## config.mk

```make
export PLATFORM = sky130hd
export DESIGN_NAME = aes_ram
export DESIGN_NICKNAME = d
export VERILOG_FILES = /design/src/design/aes_ram.sv
export SDC_FILE = /design/constraint.sdc
export NUM_CORES = 2
export LEC_CHECK = 0
export BUFFER_PORTS_ARGS = -buffer_cell sky130_fd_sc_hd__buf_2
export CORE_MARGIN = 2
export CORE_UTILIZATION = 55
export CTS_CLUSTER_DIAMETER = 200
export DETAILED_ROUTE_END_ITERATION = 10
export GPL_TIMING_DRIVEN = 0
export PLACE_DENSITY = 0.78
export SYNTH_ARGS = -nofsm -noshare
export SYNTH_HDL_FRONTEND = slang
export SYNTH_SLANG_ARGS = --single-unit
```

## constraint.sdc

```tcl
create_clock -name clk -period 34 [get_ports clk]
set_clock_uncertainty 0.2 [all_clocks]
set_input_delay 5.1 -clock clk [delete_from_list [all_inputs] [get_ports clk]]
set_output_delay 5.1 -clock clk [all_outputs]
set_load 0.05 [all_outputs]
```

## src/design/aes_ram.sv

```systemverilog
`timescale 1ns / 1ps
`default_nettype none

module aes_ram #(
  parameter int WIDTH = 128,
  parameter int DEPTH = 15
) (
  input  wire logic                     clk,
  input  wire logic                     we,
  input  wire logic [$clog2(DEPTH)-1:0] waddr,
  input  wire logic [WIDTH-1:0]         wdata,
  input  wire logic [$clog2(DEPTH)-1:0] raddr,
  output logic      [WIDTH-1:0]         rdata
);

  logic [WIDTH-1:0] mem [DEPTH];

  always_ff @(posedge clk) begin
    if (we) begin
      mem[waddr] <= wdata;
    end
    rdata <= mem[raddr];
  end

endmodule

`default_nettype wire

```

==> results.md <==
* Status: finished clean
* Mean Syn Cell Area at 20.5 um^2
* Synth cell types at 31
* Commonest cells after routing, fill and taps aside: edfxtp_1 (1920), mux2i_1 (360), buf_2 (318), mux4_2 (268), clkbuf_16 (196)
* Worst setup EP type: register
* R2R depth at 3
* Final Slew Violations at 0
* Num CTS Buffers at 194
* Synthesis Warnings at 0
* ANT nets after route at 0
* R2r setup slk at 31.98 ns
* Worst hold endpoint: rdata[87]$_DFF_P_
* CTS Sinks at 2048
* Complex-gate fraction of the synthesized area at 4.15%
* Nets at 4405
* Share of cells above drive strength 1 at 24.2%
* Fmax at 131 MHz
* Final WL at 192000 um
* DR pass1 iterations at 5
* Antenna violations before repair at 49
* Post-synthesis cell count at 3682
* Hold_sp: mem[14][87]$_DFFE_PP_
* Area Overhead vs Synth at 16.0%
* Post-CTS setup buffers at 0
* Psw at 1180 uW
* FP Rows at 136
* Crit path arrival time at 7.92 ns
* Root Buffer: clkbuf_16
* GRT Overall Usage at 27.3%
* Crit path launch type: input port
* Switching share of power at 22.1%
* R2r startpoint: mem[7][6]$_DFFE_PP_
* Clk pwr share at 40.0%
* Pleak at 0.0294 uW
* Required @ worst endpoint at 34.29 ns
* Pwr per Cell Area at 60.6 nW/um^2
* Multi-input gate area at 14300 um^2
* Htree depth at 4
* Final std cells w/o fill at 6251
* CTS Buffer Depth at 3
* Post-synthesis xor/xnor area fraction at 0%
* Mux share of post-synthesis cell area at 12.7%
* Worst hold margin at 0.361 ns
* #FFs+latches synth at 2048
* Accumulated negative setup slack at 0 ns
* # setup viols final at 0
* Synth Cell Area at 75700 um^2
* DRC Markers at 0
* Max-slew headroom at 20.0%
* Critical path class: in -> reg
* 1st-iter DRT viols at 6005
* Initial Utilization at 55.2%
* Hold WC Path Type: reg -> reg
* PortBufs at 263
* Mapped Nets at 3820
* Skew-Pair Late Insertion Delay at 0.83 ns
* Largest net degree at the start of global routing at 27
* WHS Path Cells at 2
* CP max FO at 10
* # hold bufs at CTS at 0
* Worst r2r dst: rdata[6]$_DFF_P_
* Register area at 60200 um^2
* Combinational power share at 6.6%
* Die Height at 375 um
* Maximum vdd drop at 0.0000485 V
* Grt ovf at 0
* Commonest non-fill, non-tap cell in the layout: edfxtp_1
* Die area at 141000 um^2
* Fillers at 8617
* Post-Synth Simple-Gate Area at 1.92%
* Wire per inst at 30.7 um
* Period minus WS final at 7.63 ns
* Final worst path period share at 22.4%
* Least-Margin Pin Slew at 1.20 ns
* Chip width at 375 um
* Clk slew on worst S/H paths at 0.06 ns
* Top Ports at 266
* CTS resizes at 0
* Routed vias/inst at 6.39
* First-pass GRT wire length at 276000 um
* Unrepaired setup endpoints after global routing: false
* Internal power at 4140 uW
* CTS tree: built
* Flop pwr share at 53.4%
* Fin. Hold Viols at 0
* Adder-Cell Fraction of Synth Area at 0%
* Sequential area share after synthesis at 79.6%
* Largest family of logic cells by synthesized area: multiplexers
* Vias at 39900
* DP HPWL at 122000 um
* Final GP Congestion at 0.768
* Total power at 5320 uW
* Vias in the first global route at 40300
* Core ar. at 137000 um^2
* Placed cell count at 5865
* Total of max-cap violations at 0
==> cells in the mapped netlist <==
cell type | instances | share of area (%)
nor3_1 | 4 | 0.026
nor2_1 | 31 | 0.15
o21ai_0 | 13 | 0.086
mux2i_1 | 360 | 4.8
a22oi_1 | 128 | 1.3
o211ai_1 | 12 | 0.12
edfxtp_1 | 1920 | 76
inv_1 | 1 | 0.0050
o22ai_1 | 116 | 0.96
nor2b_1 | 1 | 0.0083
a31oi_1 | 116 | 0.96
or2_1 | 1 | 0.0083
nand3b_1 | 2 | 0.020
dfxtp_1 | 128 | 3.4
mux4_2 | 268 | 8.0
a21oi_1 | 12 | 0.079
o21ai_1 | 103 | 0.68
nand3_1 | 1 | 0.0066
clkinv_1 | 1 | 0.0050
nand2b_1 | 122 | 1.0
nand2_1 | 130 | 0.64
inv_2 | 1 | 0.0050
or2_2 | 1 | 0.0083
or3b_2 | 1 | 0.012
nor2_2 | 1 | 0.0083
clkbuf_1 | 69 | 0.34
buf_6 | 22 | 0.33
and2b_1 | 1 | 0.0099
buf_1 | 11 | 0.055
buf_4 | 50 | 0.50
buf_2 | 55 | 0.36
==> worst max path at each step <==
| stage | slack [ns] | from | endpoint |
|---|---|---|---|
| 2_1_floorplan | 18.77 | waddr[2] | mem[0][0]$_DFFE_PP_ |
| 3_3_place_gp | 8.58 | waddr[2] | mem[0][77]$_DFFE_PP_ |
| 3_5_place_dp | 25.64 | raddr[1] | rdata[108]$_DFF_P_ |
| 4_1_cts | 26.48 | raddr[1] | rdata[46]$_DFF_P_ |
| 5_1_grt | 26.41 | raddr[1] | rdata[108]$_DFF_P_ |
| 6_report | 26.37 | raddr[3] | rdata[6]$_DFF_P_ |
==> sequential cells by signal (all words and copies together) (netlist names) <==
name   flops
rdata    128
mem     1920
==> through the flow <==
stage | util [%] | worst slack, ns | cell area, um^2
after floorplan | - | 18.77 | 75700
after CTS | 64.0 | 26.48 | 87700
after detailed placement | 59.4 | 25.64 | 81400
final | 64.1 | 26.37 | 87700
after global routing | 64.0 | 26.41 | 87700
after global placement | 57.8 | 8.58 | 79200
==> critical path, stage by stage <==
cell and delay (ns):
buf_2 0.16, inv_1 0.29, clkbuf_1 0.92, clkbuf_1 0.77, o21ai_0 0.64
==> layout make-up <==
| type | count | area share [%] |
|---|---|---|
| buffer | 207 | 1.37 |
| tap | 1794 | 2.56 |
| clock buffer | 267 | 6.11 |
| antenna | 23 | 0.0656 |
| sequential | 2048 | 68.6 |
| clock inverter | 96 | 1.05 |
| inverter | 3 | 0.0128 |
| timing repair buffer | 389 | 3.87 |
| multi-input combinational | 1424 | 16.3 |
==> logic make-up (layout without fill, tap and decap cells) <==
| logic type | after synthesis | count (layout) |
|---|---|---|
| simple gates | 296 | 296 |
| other cells | 0 | 23 |
| flops | 2048 | 2048 |
| mux | 628 | 628 |
| buf+inv | 210 | 962 |
| compound gates | 500 | 500 |
==> metal layers <==
metal	track usage, %	wire, um	vias to the layer above	part of all wire [%]
met5	0	232	-	0.12
met3	6.90	22400	450	12
met2	43.3	92500	2691	48
met1	36.6	68900	20400	36
li1	-	-	16300	-
met4	11.1	7600	38	4.0
==> power by group through the flow <==
stage | sequential (uW) | combinational (uW) | clock, uW
2_1_floorplan | 2960 | 144 | 0
3_3_place_gp | 2900 | 329 | 0
3_5_place_dp | 2890 | 347 | 0
4_1_cts | 2840 | 351 | 2140
5_1_grt | 2840 | 368 | 2240
6_report | 2840 | 352 | 2130
No activity file was read; power rests on OpenSTA's default activity.
