[src/design/aes_pkg.sv]
`timescale 1ns / 1ps
`default_nettype none

package aes_pkg;

  localparam int BLK_W   = 128;
  localparam int NROUNDS = 14;
  localparam int NKROWS  = NROUNDS + 1;
  localparam int NKWORDS = 60;
  localparam int QDEPTH  = 2;

  // configuration register indexes
  localparam logic [2:0] REG_KEY0    = 3'd0;
  localparam logic [2:0] REG_KEY1    = 3'd1;
  localparam logic [2:0] REG_KEY2    = 3'd2;
  localparam logic [2:0] REG_KEY3    = 3'd3;
  localparam logic [2:0] REG_IV_HIGH = 3'd4;
  localparam logic [2:0] REG_IV_LOW  = 3'd5;
  localparam logic [2:0] REG_MODE    = 3'd6;

  localparam logic [2:0] MODE_ECB_ENC = 3'd0;
  localparam logic [2:0] MODE_ECB_DEC = 3'd1;
  localparam logic [2:0] MODE_CBC_ENC = 3'd2;
  localparam logic [2:0] MODE_CBC_DEC = 3'd3;
  localparam logic [2:0] MODE_CTR     = 3'd4;

  localparam logic [7:0] RCON_FIRST = 8'h01;
  localparam logic [7:0] GF_POLY    = 8'h1b;

  typedef enum logic [2:0] {
    OP_NONE    = 3'd0,
    OP_ECB_ENC = 3'd1,
    OP_ECB_DEC = 3'd2,
    OP_CBC_ENC = 3'd3,
    OP_CBC_DEC = 3'd4,
    OP_CTR     = 3'd5
  } op_t;

  typedef struct packed {
    logic [63:0] block_high;
    logic [63:0] block_low;
    logic        first_block;
  } in_item_t;

  typedef struct packed {
    logic [63:0] result_high;
    logic [63:0] result_low;
  } out_item_t;

  typedef struct packed {
    op_t          op;
    logic [127:0] blk;
    logic         first;
  } job_t;

  localparam logic [7:0] FWD_SBOX [256] = '{
    8'h63,8'h7c,8'h77,8'h7b,8'hf2,8'h6b,8'h6f,8'hc5,8'h30,8'h01,8'h67,8'h2b,8'hfe,8'hd7,8'hab,8'h76,
    8'hca,8'h82,8'hc9,8'h7d,8'hfa,8'h59,8'h47,8'hf0,8'had,8'hd4,8'ha2,8'haf,8'h9c,8'ha4,8'h72,8'hc0,
    8'hb7,8'hfd,8'h93,8'h26,8'h36,8'h3f,8'hf7,8'hcc,8'h34,8'ha5,8'he5,8'hf1,8'h71,8'hd8,8'h31,8'h15,
    8'h04,8'hc7,8'h23,8'hc3,8'h18,8'h96,8'h05,8'h9a,8'h07,8'h12,8'h80,8'he2,8'heb,8'h27,8'hb2,8'h75,
    8'h09,8'h83,8'h2c,8'h1a,8'h1b,8'h6e,8'h5a,8'ha0,8'h52,8'h3b,8'hd6,8'hb3,8'h29,8'he3,8'h2f,8'h84,
    8'h53,8'hd1,8'h00,8'hed,8'h20,8'hfc,8'hb1,8'h5b,8'h6a,8'hcb,8'hbe,8'h39,8'h4a,8'h4c,8'h58,8'hcf,
    8'hd0,8'hef,8'haa,8'hfb,8'h43,8'h4d,8'h33,8'h85,8'h45,8'hf9,8'h02,8'h7f,8'h50,8'h3c,8'h9f,8'ha8,
    8'h51,8'ha3,8'h40,8'h8f,8'h92,8'h9d,8'h38,8'hf5,8'hbc,8'hb6,8'hda,8'h21,8'h10,8'hff,8'hf3,8'hd2,
    8'hcd,8'h0c,8'h13,8'hec,8'h5f,8'h97,8'h44,8'h17,8'hc4,8'ha7,8'h7e,8'h3d,8'h64,8'h5d,8'h19,8'h73,
    8'h60,8'h81,8'h4f,8'hdc,8'h22,8'h2a,8'h90,8'h88,8'h46,8'hee,8'hb8,8'h14,8'hde,8'h5e,8'h0b,8'hdb,
    8'he0,8'h32,8'h3a,8'h0a,8'h49,8'h06,8'h24,8'h5c,8'hc2,8'hd3,8'hac,8'h62,8'h91,8'h95,8'he4,8'h79,
    8'he7,8'hc8,8'h37,8'h6d,8'h8d,8'hd5,8'h4e,8'ha9,8'h6c,8'h56,8'hf4,8'hea,8'h65,8'h7a,8'hae,8'h08,
    8'hba,8'h78,8'h25,8'h2e,8'h1c,8'ha6,8'hb4,8'hc6,8'he8,8'hdd,8'h74,8'h1f,8'h4b,8'hbd,8'h8b,8'h8a,
    8'h70,8'h3e,8'hb5,8'h66,8'h48,8'h03,8'hf6,8'h0e,8'h61,8'h35,8'h57,8'hb9,8'h86,8'hc1,8'h1d,8'h9e,
    8'he1,8'hf8,8'h98,8'h11,8'h69,8'hd9,8'h8e,8'h94,8'h9b,8'h1e,8'h87,8'he9,8'hce,8'h55,8'h28,8'hdf,
    8'h8c,8'ha1,8'h89,8'h0d,8'hbf,8'he6,8'h42,8'h68,8'h41,8'h99,8'h2d,8'h0f,8'hb0,8'h54,8'hbb,8'h16
  };

  localparam logic [7:0] INV_SBOX [256] = '{
    8'h52,8'h09,8'h6a,8'hd5,8'h30,8'h36,8'ha5,8'h38,8'hbf,8'h40,8'ha3,8'h9e,8'h81,8'hf3,8'hd7,8'hfb,
    8'h7c,8'he3,8'h39,8'h82,8'h9b,8'h2f,8'hff,8'h87,8'h34,8'h8e,8'h43,8'h44,8'hc4,8'hde,8'he9,8'hcb,
    8'h54,8'h7b,8'h94,8'h32,8'ha6,8'hc2,8'h23,8'h3d,8'hee,8'h4c,8'h95,8'h0b,8'h42,8'hfa,8'hc3,8'h4e,
    8'h08,8'h2e,8'ha1,8'h66,8'h28,8'hd9,8'h24,8'hb2,8'h76,8'h5b,8'ha2,8'h49,8'h6d,8'h8b,8'hd1,8'h25,
    8'h72,8'hf8,8'hf6,8'h64,8'h86,8'h68,8'h98,8'h16,8'hd4,8'ha4,8'h5c,8'hcc,8'h5d,8'h65,8'hb6,8'h92,
    8'h6c,8'h70,8'h48,8'h50,8'hfd,8'hed,8'hb9,8'hda,8'h5e,8'h15,8'h46,8'h57,8'ha7,8'h8d,8'h9d,8'h84,
    8'h90,8'hd8,8'hab,8'h00,8'h8c,8'hbc,8'hd3,8'h0a,8'hf7,8'he4,8'h58,8'h05,8'hb8,8'hb3,8'h45,8'h06,
    8'hd0,8'h2c,8'h1e,8'h8f,8'hca,8'h3f,8'h0f,8'h02,8'hc1,8'haf,8'hbd,8'h03,8'h01,8'h13,8'h8a,8'h6b,
    8'h3a,8'h91,8'h11,8'h41,8'h4f,8'h67,8'hdc,8'hea,8'h97,8'hf2,8'hcf,8'hce,8'hf0,8'hb4,8'he6,8'h73,
    8'h96,8'hac,8'h74,8'h22,8'he7,8'had,8'h35,8'h85,8'he2,8'hf9,8'h37,8'he8,8'h1c,8'h75,8'hdf,8'h6e,
    8'h47,8'hf1,8'h1a,8'h71,8'h1d,8'h29,8'hc5,8'h89,8'h6f,8'hb7,8'h62,8'h0e,8'haa,8'h18,8'hbe,8'h1b,
    8'hfc,8'h56,8'h3e,8'h4b,8'hc6,8'hd2,8'h79,8'h20,8'h9a,8'hdb,8'hc0,8'hfe,8'h78,8'hcd,8'h5a,8'hf4,
    8'h1f,8'hdd,8'ha8,8'h33,8'h88,8'h07,8'hc7,8'h31,8'hb1,8'h12,8'h10,8'h59,8'h27,8'h80,8'hec,8'h5f,
    8'h60,8'h51,8'h7f,8'ha9,8'h19,8'hb5,8'h4a,8'h0d,8'h2d,8'he5,8'h7a,8'h9f,8'h93,8'hc9,8'h9c,8'hef,
    8'ha0,8'he0,8'h3b,8'h4d,8'hae,8'h2a,8'hf5,8'hb0,8'hc8,8'heb,8'hbb,8'h3c,8'h83,8'h53,8'h99,8'h61,
    8'h17,8'h2b,8'h04,8'h7e,8'hba,8'h77,8'hd6,8'h26,8'he1,8'h69,8'h14,8'h63,8'h55,8'h21,8'h0c,8'h7d
  };

  function automatic logic [31:0] sub_word(input logic [31:0] w);
    sub_word = {FWD_SBOX[w[31:24]], FWD_SBOX[w[23:16]], FWD_SBOX[w[15:8]], FWD_SBOX[w[7:0]]};
  endfunction

  function automatic logic [7:0] xt(input logic [7:0] b);
    xt = {b[6:0], 1'b0} ^ (b[7] ? GF_POLY : 8'h00);
  endfunction

  // multiply by a constant below 16
  function automatic logic [7:0] gf_mul(input logic [7:0] a, input logic [3:0] c);
    logic [7:0] a2, a4, a8;
    a2 = xt(a);
    a4 = xt(a2);
    a8 = xt(a4);
    gf_mul = (c[0] ? a : 8'h00) ^ (c[1] ? a2 : 8'h00) ^
             (c[2] ? a4 : 8'h00) ^ (c[3] ? a8 : 8'h00);
  endfunction

  function automatic logic [127:0] sub_bytes(input logic [127:0] s, input logic inv);
    logic [127:0] t;
    t = '0;
    for (int i = 0; i < 16; i++) begin
      t[127-8*i -: 8] = inv ? INV_SBOX[s[127-8*i -: 8]] : FWD_SBOX[s[127-8*i -: 8]];
    end
    sub_bytes = t;
  endfunction

  function automatic logic [127:0] shift_rows(input logic [127:0] s, input logic inv);
    logic [127:0] t;
    t = '0;
    for (int c = 0; c < 4; c++) begin
      for (int r = 0; r < 4; r++) begin
        if (inv) begin
          t[127-8*(((c+r)%4)*4+r) -: 8] = s[127-8*(c*4+r) -: 8];
        end else begin
          t[127-8*(c*4+r) -: 8] = s[127-8*(((c+r)%4)*4+r) -: 8];
        end
      end
    end
    shift_rows = t;
  endfunction

  function automatic logic [127:0] mix_columns(input logic [127:0] s, input logic inv);
    logic [127:0] t;
    logic [3:0]   m [4];
    logic [7:0]   o;
    if (inv) begin
      m[0] = 4'd14; m[1] = 4'd11; m[2] = 4'd13; m[3] = 4'd9;
    end else begin
      m[0] = 4'd2;  m[1] = 4'd3;  m[2] = 4'd1;  m[3] = 4'd1;
    end
    t = '0;
    for (int c = 0; c < 4; c++) begin
      for (int r = 0; r < 4; r++) begin
        o = 8'h00;
        for (int k = 0; k < 4; k++) begin
          o = o ^ gf_mul(s[127-8*(c*4+k) -: 8], m[(k-r+4)%4]);
        end
        t[127-8*(c*4+r) -: 8] = o;
      end
    end
    mix_columns = t;
  endfunction

endpackage

`default_nettype wire

[src/design/aes_front.sv]
`timescale 1ns / 1ps
`default_nettype none

module aes_front
  import aes_pkg::*;
(
  input  wire logic     clk,
  input  wire logic     rst,
  input  wire logic     push,
  output logic          full,
  input  wire in_item_t din,
  input  wire logic [2:0] mode,
  output logic          job_valid,
  input  wire logic     job_pop,
  output job_t          job
);

  job_t                        q [QDEPTH];
  logic [$clog2(QDEPTH)-1:0]   wptr, rptr;
  logic [$clog2(QDEPTH+1)-1:0] count;
  logic                        do_push, do_pop;
  op_t                         op;

  always_comb begin
    unique case (mode)
      MODE_ECB_ENC: op = OP_ECB_ENC;
      MODE_ECB_DEC: op = OP_ECB_DEC;
      MODE_CBC_ENC: op = OP_CBC_ENC;
      MODE_CBC_DEC: op = OP_CBC_DEC;
      MODE_CTR:     op = OP_CTR;
      default:      op = OP_NONE;
    endcase
  end

  assign full      = (count == ($clog2(QDEPTH+1))'(QDEPTH));
  assign job_valid = (count != '0);
  assign job       = q[rptr];
  assign do_push   = push && !full;
  assign do_pop    = job_pop && job_valid;

  always_ff @(posedge clk) begin
    if (do_push) begin
      q[wptr] <= '{op: op, blk: {din.block_high, din.block_low}, first: din.first_block};
    end
  end

  always_ff @(posedge clk) begin
    if (rst) begin
      wptr  <= '0;
      rptr  <= '0;
      count <= '0;
    end else begin
      if (do_push) wptr <= wptr + 1'b1;
      if (do_pop) rptr <= rptr + 1'b1;
      if (do_push && !do_pop) begin
        count <= count + 1'b1;
      end else if (do_pop && !do_push) begin
        count <= count - 1'b1;
      end
    end
  end

endmodule

`default_nettype wire

[config.mk]
export PLATFORM = sky130hd
export DESIGN_NAME = aes_front
export DESIGN_NICKNAME = d
export VERILOG_FILES = /design/src/design/aes_pkg.sv /design/src/design/aes_front.sv
export SDC_FILE = /design/constraint.sdc
export NUM_CORES = 1
export LEC_CHECK = 0
export ABC_AREA = 1
export BUFFER_PORTS_ARGS = -buffer_cell sky130_fd_sc_hd__buf_2
export CAP_MARGIN = 20
export CORE_UTILIZATION = 50
export CTS_CLUSTER_DIAMETER = 80
export DETAILED_ROUTE_END_ITERATION = 10
export GPL_TIMING_DRIVEN = 0
export PLACE_DENSITY = 0.81
export SLEW_MARGIN = 0
export SYNTH_ARGS = -nofsm -noshare
export SYNTH_HDL_FRONTEND = slang
export SYNTH_SLANG_ARGS = --single-unit
[constraint.sdc]
create_clock -name clk -period 14.35 [get_ports clk]
set_clock_uncertainty 0.1 [all_clocks]
set_input_delay 1.435 -clock clk [delete_from_list [all_inputs] [get_ports clk]]
set_output_delay 1.435 -clock clk [all_outputs]
set_load 0.05 [all_outputs]
==> impl_metrics.yaml <==
status:
  status: "finished, final reports clean"
die:
  die-area_sq_um: 20800
  initial_core_util_pct: 51.5
  ios: 270
  die_h_um: 144
  rows: 51
  die_w_um: 144
  fp.coreArea_sq_um: 19700
synth:
  syn_area_sq_um: 10100
  ys_seq_area_share_pct: 79.3
  yosysWarningCount: 0
  yosys_register_bits: 269
  synthDistinctLibCells: 16
  synth_cells: 454
  synth_fp_nets: 591
  avgSynthCellArea_sq_um: 22.3
timing:
  whs_ns: 0.417
  setup_viol: 0
  setup_tns_ns: 0
  fin_crit_sh_pct: 24.0
  hold_violations: 0
  slew_headroom_pct: 44.3
  fin_crit_ns: 3.44
  worst_slack_ns: 10.91
  fmax_mhz: 291
  rsz0062_at_grt: "false"
  worstMarginPinSlew_ns: 0.834
  final_max_slew_viol_count: 0
job:
  cap_violations: 0
global_routing:
  antenna_found_initial: 0
  grt.total_usage_pct: 17.5
  grt_max_degree: 32
  grt_pass1_wl_um: 27500
  overflow: 0
  grt_pass1_vias: 5456
final_layout:
  drive_above_1_share_pct: 58.9
  diodes: 0
  syn_to_final_growth_pct: 25.9
  nNetsFinal: 897
  fill_cells: 1367
clock_network:
  cts_buffer_depth: 3
  post_cts_buffers: 0
  cts_tree: "built"
  cts_resized: 0
  clk_pin_slew_ns: 0.06
  cts_made_buffers: 27
  cts_hold_buf: 0
  htree_levels: 1
  root_buffer: "clkbuf_16"
  clock_latency_ns: 0.53
  cts_sinks: 269
drt:
  ant_nets: 0
  drt-vias-per-instance: 4.99
  drt_iter0_markers: 197
  first_pass_iters: 4
  drc_errors: 0
  wl_um: 19000
  wire_per_inst_um: 18.3
  vias: 5195
hold_path:
  min-delay-start: "rptr"
  hold_path.class: "register to register"
worst_setup_path:
  startpoint_type: "register"
  worstSetupPathType: "register to output pin"
  crit_path_end_kind: "output pin"
  r2r-start: "count[1]"
  worstPathRequired_ns: 12.82
  cp_max_fo: 10
  arrival_ns: 1.91
power_and_ir_drop:
  p_int_mw: 1.61
  seq_power_share_pct: 40.7
  peakVddDrop_mv: 0.151
  static-leakage-power_nw: 4.96
  power_mw: 2.51
  netSwitchingPower_mw: 0.901
  pwr-share-comb_pct: 35.3
  p_clk_share_pct: 24.0
  power_density_nw_per_um2: 197
  switching_share_pct: 35.9
placement:
  place_ws_ns: 10.83
  place.port_buffers: 269
  dp_hpwl_um: 13600
  place_congestion: 0.723
-- worst max-delay path: stages, from the launching register on --
cell and delay [ns]:
dfxtp_1 0.32, buf_6 0.12, buf_8 0.17, buf_6 0.21, mux2_4 0.33, buf_2 0.21
-- flip-flops by register name, indices dropped and copies added (netlist names), named ones only --
register and cells:
rptr 1, wptr 1, count 2, q 264
-- cells by family (layout without fill, tap and decap cells) --
kind of cell | count (synthesis) | after routing | share of synthesized area [%]
compound gates | 7 | 7 | 0.346
fa+ha+maj | 1 | 1 | 0.124
buf+inv | 23 | 345 | 1.69
flops | 269 | 269 | 79.3
mux | 132 | 132 | 17.6
simple gates | 22 | 22 | 0.902
-- per-stage QoR --
| stage | instances | util [%] | area (sq um) |
|---|---|---|---|
| final | 1041 | 64.9 | 12700 |
| after global routing | 1041 | 64.9 | 12700 |
| after CTS | 1041 | 64.9 | 12700 |
| after detailed placement | 996 | 61.0 | 12000 |
| after global placement | 988 | 60.1 | 11800 |
| after floorplan | 454 | - | 10100 |
-- power groups by stage --
stage	clock [mW]	sequential [mW]	combinational (mW)
floorplan	0	1.05	0.692
global placement	0	1.07	0.850
detailed placement	0	1.04	0.892
CTS	0.618	1.02	0.895
global route	0.647	1.03	0.928
finish	0.604	1.02	0.886
-- worst paths after layout --
kind / endpoint / slack [ns] / cells past startpoint
worst max-delay path: job[123] / 10.91 / 5
worst max register to register: q[0][121] / 11.91 / 5
worst min register to register: register / 0.42 / 2
worst min-delay path: register / 0.42 / 2
-- cells in the final DEF (no fill, tap or decap), types with 2 or more instances in the layout --
cell and n:
a21oi_1 3, buf_12 6, buf_16 2, buf_2 274, buf_6 9, clkbuf_1 7, clkbuf_16 27, clkinv_1 7
clkinv_2 2, dfxtp_1 5, edfxtp_1 264, inv_1 8, mux2_2 52, mux2_4 80, nand2_1 9, nand3_1 2
nor2_1 7, nor2_4 2, o21ai_0 4
-- cell type report --
type | instances | area (sq um) | area share (%)
flip-flops and latches | 269 | 8030 | 63.0
multi-input cells | 162 | 1940 | 15.2
repair buffers | 277 | 1520 | 11.9
clock buffers | 34 | 702 | 5.51
well taps | 265 | 332 | 2.60
plain buffers | 15 | 141 | 1.11
clock inverters | 11 | 52.6 | 0.412
inverters | 8 | 30.0 | 0.236
-- synth_stat cells --
cell type | instances | area, sq um
a21oi_1 | 3 | 15.0
buf_2 | 5 | 25.0
buf_6 | 9 | 101
buf_8 | 1 | 15.0
dfxtp_1 | 5 | 100
edfxtp_1 | 264 | 7930
ha_1 | 1 | 12.5
inv_1 | 8 | 30.0
mux2_2 | 52 | 586
mux2_4 | 80 | 1200
nand2_1 | 9 | 33.8
nand3_1 | 2 | 10.0
nand4_1 | 1 | 6.26
nor2_1 | 9 | 33.8
nor3b_1 | 1 | 7.51
o21ai_0 | 4 | 20.0
-- routing by layer --
metal	vias up	track usage [%]	part of all wire [%]	routed length [um]
li1	2393	-	-	-
met1	2537	19.2	36	6920
met2	228	32.1	52	9870
met3	37	5.53	9.8	1860
met4	0	5.10	1.9	366
met5	-	0	0	0
No activity file was read; power rests on OpenSTA's default activity.
