===== config.mk =====
export PLATFORM = sky130hd
export DESIGN_NAME = aes_keyexp
export DESIGN_NICKNAME = d
export VERILOG_FILES = /design/src/design/aes_pkg.sv /design/src/design/aes_keyexp.sv
export SDC_FILE = /design/constraint.sdc
export NUM_CORES = 1
export LEC_CHECK = 0
export BUFFER_PORTS_ARGS = -buffer_cell sky130_fd_sc_hd__buf_2
export CAP_MARGIN = 20
export CORE_MARGIN = 4
export CORE_UTILIZATION = 25
export DETAILED_ROUTE_END_ITERATION = 7
export HOLD_SLACK_MARGIN = 0.05
export PLACE_DENSITY = 0.52
export SLEW_MARGIN = 30
export SYNTH_ARGS = -nofsm -noshare
export SYNTH_HDL_FRONTEND = slang
export SYNTH_SLANG_ARGS = --single-unit

===== constraint.sdc =====
create_clock -name clk -period 38.1 [get_ports clk]
set_clock_uncertainty 0.2 [all_clocks]
set_input_delay 0 -clock clk [delete_from_list [all_inputs] [get_ports clk]]
set_output_delay 0 -clock clk [all_outputs]
set_load 0.02 [all_outputs]

===== src/design/aes_pkg.sv =====
`timescale 1ns / 1ps
`default_nettype none

package aes_pkg;

  localparam int BLK_W   = 128;
  localparam int NROUNDS = 14;
  localparam int NKROWS  = NROUNDS + 1;
  localparam int NKWORDS = 60;
  localparam int QDEPTH  = 2;

  // configuration register indexes
  localparam logic [2:0] REG_KEY0    = 3'd0;
  localparam logic [2:0] REG_KEY1    = 3'd1;
  localparam logic [2:0] REG_KEY2    = 3'd2;
  localparam logic [2:0] REG_KEY3    = 3'd3;
  localparam logic [2:0] REG_IV_HIGH = 3'd4;
  localparam logic [2:0] REG_IV_LOW  = 3'd5;
  localparam logic [2:0] REG_MODE    = 3'd6;

  localparam logic [2:0] MODE_ECB_ENC = 3'd0;
  localparam logic [2:0] MODE_ECB_DEC = 3'd1;
  localparam logic [2:0] MODE_CBC_ENC = 3'd2;
  localparam logic [2:0] MODE_CBC_DEC = 3'd3;
  localparam logic [2:0] MODE_CTR     = 3'd4;

  localparam logic [7:0] RCON_FIRST = 8'h01;
  localparam logic [7:0] GF_POLY    = 8'h1b;

  typedef enum logic [2:0] {
    OP_NONE    = 3'd0,
    OP_ECB_ENC = 3'd1,
    OP_ECB_DEC = 3'd2,
    OP_CBC_ENC = 3'd3,
    OP_CBC_DEC = 3'd4,
    OP_CTR     = 3'd5
  } op_t;

  typedef struct packed {
    logic [63:0] block_high;
    logic [63:0] block_low;
    logic        first_block;
  } in_item_t;

  typedef struct packed {
    logic [63:0] result_high;
    logic [63:0] result_low;
  } out_item_t;

  typedef struct packed {
    op_t          op;
    logic [127:0] blk;
    logic         first;
  } job_t;

  localparam logic [7:0] FWD_SBOX [256] = '{
    8'h63,8'h7c,8'h77,8'h7b,8'hf2,8'h6b,8'h6f,8'hc5,8'h30,8'h01,8'h67,8'h2b,8'hfe,8'hd7,8'hab,8'h76,
    8'hca,8'h82,8'hc9,8'h7d,8'hfa,8'h59,8'h47,8'hf0,8'had,8'hd4,8'ha2,8'haf,8'h9c,8'ha4,8'h72,8'hc0,
    8'hb7,8'hfd,8'h93,8'h26,8'h36,8'h3f,8'hf7,8'hcc,8'h34,8'ha5,8'he5,8'hf1,8'h71,8'hd8,8'h31,8'h15,
    8'h04,8'hc7,8'h23,8'hc3,8'h18,8'h96,8'h05,8'h9a,8'h07,8'h12,8'h80,8'he2,8'heb,8'h27,8'hb2,8'h75,
    8'h09,8'h83,8'h2c,8'h1a,8'h1b,8'h6e,8'h5a,8'ha0,8'h52,8'h3b,8'hd6,8'hb3,8'h29,8'he3,8'h2f,8'h84,
    8'h53,8'hd1,8'h00,8'hed,8'h20,8'hfc,8'hb1,8'h5b,8'h6a,8'hcb,8'hbe,8'h39,8'h4a,8'h4c,8'h58,8'hcf,
    8'hd0,8'hef,8'haa,8'hfb,8'h43,8'h4d,8'h33,8'h85,8'h45,8'hf9,8'h02,8'h7f,8'h50,8'h3c,8'h9f,8'ha8,
    8'h51,8'ha3,8'h40,8'h8f,8'h92,8'h9d,8'h38,8'hf5,8'hbc,8'hb6,8'hda,8'h21,8'h10,8'hff,8'hf3,8'hd2,
    8'hcd,8'h0c,8'h13,8'hec,8'h5f,8'h97,8'h44,8'h17,8'hc4,8'ha7,8'h7e,8'h3d,8'h64,8'h5d,8'h19,8'h73,
    8'h60,8'h81,8'h4f,8'hdc,8'h22,8'h2a,8'h90,8'h88,8'h46,8'hee,8'hb8,8'h14,8'hde,8'h5e,8'h0b,8'hdb,
    8'he0,8'h32,8'h3a,8'h0a,8'h49,8'h06,8'h24,8'h5c,8'hc2,8'hd3,8'hac,8'h62,8'h91,8'h95,8'he4,8'h79,
    8'he7,8'hc8,8'h37,8'h6d,8'h8d,8'hd5,8'h4e,8'ha9,8'h6c,8'h56,8'hf4,8'hea,8'h65,8'h7a,8'hae,8'h08,
    8'hba,8'h78,8'h25,8'h2e,8'h1c,8'ha6,8'hb4,8'hc6,8'he8,8'hdd,8'h74,8'h1f,8'h4b,8'hbd,8'h8b,8'h8a,
    8'h70,8'h3e,8'hb5,8'h66,8'h48,8'h03,8'hf6,8'h0e,8'h61,8'h35,8'h57,8'hb9,8'h86,8'hc1,8'h1d,8'h9e,
    8'he1,8'hf8,8'h98,8'h11,8'h69,8'hd9,8'h8e,8'h94,8'h9b,8'h1e,8'h87,8'he9,8'hce,8'h55,8'h28,8'hdf,
    8'h8c,8'ha1,8'h89,8'h0d,8'hbf,8'he6,8'h42,8'h68,8'h41,8'h99,8'h2d,8'h0f,8'hb0,8'h54,8'hbb,8'h16
  };

  localparam logic [7:0] INV_SBOX [256] = '{
    8'h52,8'h09,8'h6a,8'hd5,8'h30,8'h36,8'ha5,8'h38,8'hbf,8'h40,8'ha3,8'h9e,8'h81,8'hf3,8'hd7,8'hfb,
    8'h7c,8'he3,8'h39,8'h82,8'h9b,8'h2f,8'hff,8'h87,8'h34,8'h8e,8'h43,8'h44,8'hc4,8'hde,8'he9,8'hcb,
    8'h54,8'h7b,8'h94,8'h32,8'ha6,8'hc2,8'h23,8'h3d,8'hee,8'h4c,8'h95,8'h0b,8'h42,8'hfa,8'hc3,8'h4e,
    8'h08,8'h2e,8'ha1,8'h66,8'h28,8'hd9,8'h24,8'hb2,8'h76,8'h5b,8'ha2,8'h49,8'h6d,8'h8b,8'hd1,8'h25,
    8'h72,8'hf8,8'hf6,8'h64,8'h86,8'h68,8'h98,8'h16,8'hd4,8'ha4,8'h5c,8'hcc,8'h5d,8'h65,8'hb6,8'h92,
    8'h6c,8'h70,8'h48,8'h50,8'hfd,8'hed,8'hb9,8'hda,8'h5e,8'h15,8'h46,8'h57,8'ha7,8'h8d,8'h9d,8'h84,
    8'h90,8'hd8,8'hab,8'h00,8'h8c,8'hbc,8'hd3,8'h0a,8'hf7,8'he4,8'h58,8'h05,8'hb8,8'hb3,8'h45,8'h06,
    8'hd0,8'h2c,8'h1e,8'h8f,8'hca,8'h3f,8'h0f,8'h02,8'hc1,8'haf,8'hbd,8'h03,8'h01,8'h13,8'h8a,8'h6b,
    8'h3a,8'h91,8'h11,8'h41,8'h4f,8'h67,8'hdc,8'hea,8'h97,8'hf2,8'hcf,8'hce,8'hf0,8'hb4,8'he6,8'h73,
    8'h96,8'hac,8'h74,8'h22,8'he7,8'had,8'h35,8'h85,8'he2,8'hf9,8'h37,8'he8,8'h1c,8'h75,8'hdf,8'h6e,
    8'h47,8'hf1,8'h1a,8'h71,8'h1d,8'h29,8'hc5,8'h89,8'h6f,8'hb7,8'h62,8'h0e,8'haa,8'h18,8'hbe,8'h1b,
    8'hfc,8'h56,8'h3e,8'h4b,8'hc6,8'hd2,8'h79,8'h20,8'h9a,8'hdb,8'hc0,8'hfe,8'h78,8'hcd,8'h5a,8'hf4,
    8'h1f,8'hdd,8'ha8,8'h33,8'h88,8'h07,8'hc7,8'h31,8'hb1,8'h12,8'h10,8'h59,8'h27,8'h80,8'hec,8'h5f,
    8'h60,8'h51,8'h7f,8'ha9,8'h19,8'hb5,8'h4a,8'h0d,8'h2d,8'he5,8'h7a,8'h9f,8'h93,8'hc9,8'h9c,8'hef,
    8'ha0,8'he0,8'h3b,8'h4d,8'hae,8'h2a,8'hf5,8'hb0,8'hc8,8'heb,8'hbb,8'h3c,8'h83,8'h53,8'h99,8'h61,
    8'h17,8'h2b,8'h04,8'h7e,8'hba,8'h77,8'hd6,8'h26,8'he1,8'h69,8'h14,8'h63,8'h55,8'h21,8'h0c,8'h7d
  };

  function automatic logic [31:0] sub_word(input logic [31:0] w);
    sub_word = {FWD_SBOX[w[31:24]], FWD_SBOX[w[23:16]], FWD_SBOX[w[15:8]], FWD_SBOX[w[7:0]]};
  endfunction

  function automatic logic [7:0] xt(input logic [7:0] b);
    xt = {b[6:0], 1'b0} ^ (b[7] ? GF_POLY : 8'h00);
  endfunction

  // multiply by a constant below 16
  function automatic logic [7:0] gf_mul(input logic [7:0] a, input logic [3:0] c);
    logic [7:0] a2, a4, a8;
    a2 = xt(a);
    a4 = xt(a2);
    a8 = xt(a4);
    gf_mul = (c[0] ? a : 8'h00) ^ (c[1] ? a2 : 8'h00) ^
             (c[2] ? a4 : 8'h00) ^ (c[3] ? a8 : 8'h00);
  endfunction

  function automatic logic [127:0] sub_bytes(input logic [127:0] s, input logic inv);
    logic [127:0] t;
    t = '0;
    for (int i = 0; i < 16; i++) begin
      t[127-8*i -: 8] = inv ? INV_SBOX[s[127-8*i -: 8]] : FWD_SBOX[s[127-8*i -: 8]];
    end
    sub_bytes = t;
  endfunction

  function automatic logic [127:0] shift_rows(input logic [127:0] s, input logic inv);
    logic [127:0] t;
    t = '0;
    for (int c = 0; c < 4; c++) begin
      for (int r = 0; r < 4; r++) begin
        if (inv) begin
          t[127-8*(((c+r)%4)*4+r) -: 8] = s[127-8*(c*4+r) -: 8];
        end else begin
          t[127-8*(c*4+r) -: 8] = s[127-8*(((c+r)%4)*4+r) -: 8];
        end
      end
    end
    shift_rows = t;
  endfunction

  function automatic logic [127:0] mix_columns(input logic [127:0] s, input logic inv);
    logic [127:0] t;
    logic [3:0]   m [4];
    logic [7:0]   o;
    if (inv) begin
      m[0] = 4'd14; m[1] = 4'd11; m[2] = 4'd13; m[3] = 4'd9;
    end else begin
      m[0] = 4'd2;  m[1] = 4'd3;  m[2] = 4'd1;  m[3] = 4'd1;
    end
    t = '0;
    for (int c = 0; c < 4; c++) begin
      for (int r = 0; r < 4; r++) begin
        o = 8'h00;
        for (int k = 0; k < 4; k++) begin
          o = o ^ gf_mul(s[127-8*(c*4+k) -: 8], m[(k-r+4)%4]);
        end
        t[127-8*(c*4+r) -: 8] = o;
      end
    end
    mix_columns = t;
  endfunction

endpackage

`default_nettype wire


===== src/design/aes_keyexp.sv =====
`timescale 1ns / 1ps
`default_nettype none

module aes_keyexp
  import aes_pkg::*;
(
  input  wire logic                           clk,
  input  wire logic                           rst,
  input  wire logic                           restart,
  input  wire logic [3:0][63:0]               key,
  output logic                                we,
  output logic [$clog2(NKROWS)-1:0]           waddr,
  output logic [127:0]                        wdata,
  output logic                                busy
);

  logic [$clog2(NKWORDS)-1:0] cnt;
  logic [7:0]                 rc;
  logic [31:0]                win [8];   // win[0] is word i-8, win[7] word i-1
  logic [31:0]                w, t;

  always_comb begin
    t = win[7];
    if (cnt[2:0] == 3'd0) begin
      t = sub_word({win[7][23:0], win[7][31:24]}) ^ {rc, 24'h0};
    end else if (cnt[2:0] == 3'd4) begin
      t = sub_word(win[7]);
    end
    if (cnt < ($clog2(NKWORDS))'(8)) begin
      w = cnt[0] ? key[cnt[2:1]][31:0] : key[cnt[2:1]][63:32];
    end else begin
      w = win[0] ^ t;
    end
  end

  assign we    = busy && (cnt[1:0] == 2'd3);
  assign waddr = cnt[$clog2(NKWORDS)-1:2];
  assign wdata = {win[5], win[6], win[7], w};

  always_ff @(posedge clk) begin
    if (rst || restart) begin
      busy <= 1'b1;
      cnt  <= '0;
      rc   <= RCON_FIRST;
    end else if (busy) begin
      for (int i = 0; i < 7; i++) begin
        win[i] <= win[i+1];
      end
      win[7] <= w;
      if (cnt >= ($clog2(NKWORDS))'(8) && cnt[2:0] == 3'd0) begin
        rc <= {rc[6:0], 1'b0};
      end
      if (cnt == ($clog2(NKWORDS))'(NKWORDS - 1)) begin
        busy <= 1'b0;
      end else begin
        cnt <= cnt + 1'b1;
      end
    end
  end

endmodule

`default_nettype wire


==> summary.md <==
| Metric | Value |
|---|---|
| PwrDens | 33.2 nW/µm² |
| Root Driver | clkbuf_16 |
| Global-route wire length before repair | approximately 180000 µm |
| Cell type with the largest total area after synthesis | edfxtp_1 |
| Post-synth EDFFs | 256 |
| Minimum clock period | around 6000 ps |
| Clock Sinks | 271 |
| Leakage power | between 10 and 15 nW |
| Fin worst setup slack | approximately 32000 ps |
| Drt pass-1 iters | 8 |
| TritonCTS clock tree | done |
| Vias | 26.8k |
| Mapped Area | around 26000 µm² |
| PostCTS Resize Cnt | 0 |
| Initial DRC count | 4388 |
| Critical Path Source | win[1][96]$_DFFE_PP_ |
| Max-cap viol count | 0 |
| Share of the synthesized area in the top cell type | 29.8% |
| Die boundary height | between 300 and 400 µm |
| Arrival @ worst endpoint | 5640 ps |
| DP HPWL | 89900 µm |
| DIE AREA | about 110000 µm² |
| Final setup viols | 0 |
| Clock transition at the registers of the reported paths | ~60 ps |
| Syn. warnings | 0 |
| Most frequent cells in the layout | 392 x buf_2, 259 x nand2_1, 256 x edfxtp_1 |
| Slew Limit Fails | 0 |
| Hold Buf Count CTS | 19 |
| Multi-input logic area | ~15000 µm² |
| Largest net degree at the start of global routing | 90 |
| Synth area leaders | edfxtp_1 30%, mux4_2 9.5%, nand2_1 3.8%, a21oi_1 3.7%, o21ai_0 3.4% |
| Layout cell share with drive strength beyond 1 | 23.2% |
| Register area | 8000 µm² |
| IO Count | just under 400 |
| Number of global-route vias before repair | about 25k |
| Post-synthesis cell type count | slightly below 100 |
| Worst slack at placement | between 30000 and 40000 ps |
| DR WL/cell | 28.8 µm |
| Final Cycle Share | between 10% and 20% |
| Sequential fraction of the synthesis area | 30.9% |
| Crit Path Category | reg2out |
| Post-layout instance area | a little under 30000 µm² |
| GRT Residual Overflow | 0 |
| Worst hold path class | in2reg |
| H-tree depth | 1 |
| Worst path required time | roughly 38000 ps |
| Clock Latency Late Sink | between 600 and 700 ps |
| Worst hold start | key[206] |
| Crit-path max FO | 38 |
| Initial Util | 25.3% |
| Antenna violations before repair | 13 |
| #FFs+latches synth | around 270 |
| Most common cell after layout, fill and taps aside | buf_2 |
| Area of placed instances | 28000 µm² |
| Final net count | between 3k and 4k |
| VDD IR-drop max | about 0.000032 V |
| Mean Syn Cell Area | roughly 8.9 µm² |
| Fillers | between 10k and 15k |
| Status | completed |
| Max Root-Sink Buffers | 3 |
| Async SR Flop Fraction | 0% |
| # DRC | 0 |
| Final hold violations | 0 |
| Post-synthesis cell count | about 2.9k |
| Setup bufs post-CTS | 0 |
| Number of CTS-inserted buffers | 31 |
| Setup tns final | 0 ps |
| I/O Buffers | approximately 390 |
| GPL Wtd Cong | ~1.0 |
| Dominant synthesized flop cell | edfxtp_1 |
| RSZ-0062 raised after global routing | no |
| Final ANT Viol Nets | 0 |
| Gr usage total | between 20 and 25% |
| RR Startpoint | win[1][96]$_DFFE_PP_ |
| Num rows | around 120 |
| Core ar. | 102000 µm² |
| Area Overhead vs Synth | 13.3% |
| Total Routed Length | about 130000 µm |
| Vias per cell | between 6 and 7 |
| Rel. slew slack | between 10% and 20% |
| Worst slew pin tran | 1220 ps |
| F_max | about 170 MHz |
| Startpoint Class | flop |
| Die span in x | 329 µm |
| Post-synthesis net count | roughly 3.2k |
| CP Capture Type | output port |
## sequential cells by signal, summed over array words and instances (netlist names)
name  count
cnt       6
win     256
rc        8
busy      1
## path summary, 6_finish.rpt
| path | to | slack, ps | depth (start not counted) |
|---|---|---|---|
| worst max-delay path | wdata[2] | 32260 | 13 |
| worst min register to register | win[0][94]$_DFFE_PP_ | 210 | 0 |
| worst max register to register | win[1][98]$_DFFE_PP_ | 32890 | 12 |
| worst min-delay path | win[1][110]$_DFFE_PP_ | 70 | 4 |
## cell usage after synthesis, types with 21 or more instances
library cell    n
o211ai_1       39
or2_2          21
a211oi_1       47
and3_1         37
nor2b_1        79
buf_1          28
and2_1         26
xnor2_1        24
o22ai_1        26
o311ai_0       55
nand2_1       259
mux2i_1        23
o21ai_0       176
inv_1          39
nor3b_1        21
nand2b_1       91
a21o_1         25
mux4_2        109
or3_1          30
nand3_1        84
a311oi_1       39
o221ai_1       23
a31oi_1        52
ha_1           62
nor3_1         85
edfxtp_1      256
clkbuf_1      184
buf_2          90
a221oi_1       23
nor2_1        171
a21oi_1       190
o31ai_1        21
buf_4         113
## critical path, stage by stage, from the launching register on
cell	delay, ps
edfxtp_1	320
buf_4	390
inv_2	230
ha_1	630
and2_1	370
o21ai_0	220
a21o_1	220
a311o_1	370
o22ai_1	500
nor3_1	140
a221oi_1	980
xnor2_1	160
o21ai_0	250
buf_2	220
## power by group
group | internal (mW) | switching, mW | leakage [nW]
registers | 0.339 | 0.00612 | 2.53
logic | 0.102 | 0.202 | 7.38
clock network | 0.185 | 0.136 | 0.524
total | 0.626 | 0.345 | 10.4
## cells by family (layout without fill, tap and decap cells)
logic type / Yosys count / count (layout) / share of synthesized area [%]
xor+xnor: 40 / 40 / 1.36
flops: 271 / 271 / 30.9
simple gates: 978 / 978 / 19.2
compound gates: 939 / 939 / 25.4
buf+inv: 473 / 597 / 9.15
mux: 145 / 145 / 11.0
fa+ha+maj: 62 / 62 / 3.01
other cells: 0 / 5 / 0
## cell type report
cell class	instances	share of cell area (%)
Multi-Input combinational cell	2164	52.9
Sequential cell	271	27.3
Timing Repair Buffer	487	9.45
Tap cell	1368	5.85
Clock buffer	32	2.67
Clock inverter	26	1.03
Inverter	52	0.667
Antenna cell	5	0.0428
## through the flow
step,cells,hold slack [ps],utilization (%),power [mW]
finish,4405,69.0,28.6,0.971
CTS,4400,57.0,28.6,0.972
global placement,4321,201,27.3,0.648
global route,4402,72.3,28.6,1.01
detailed placement,4323,205,27.4,0.643
floorplan,2908,164,-,0.542
## metal layers
metal	track usage [%]	share of wire, %
met1	28.6	38
met2	33.9	43
met3	6.48	13
met4	10.4	5.7
met5	0	0.050
Power figures use the tool's default switching activity.
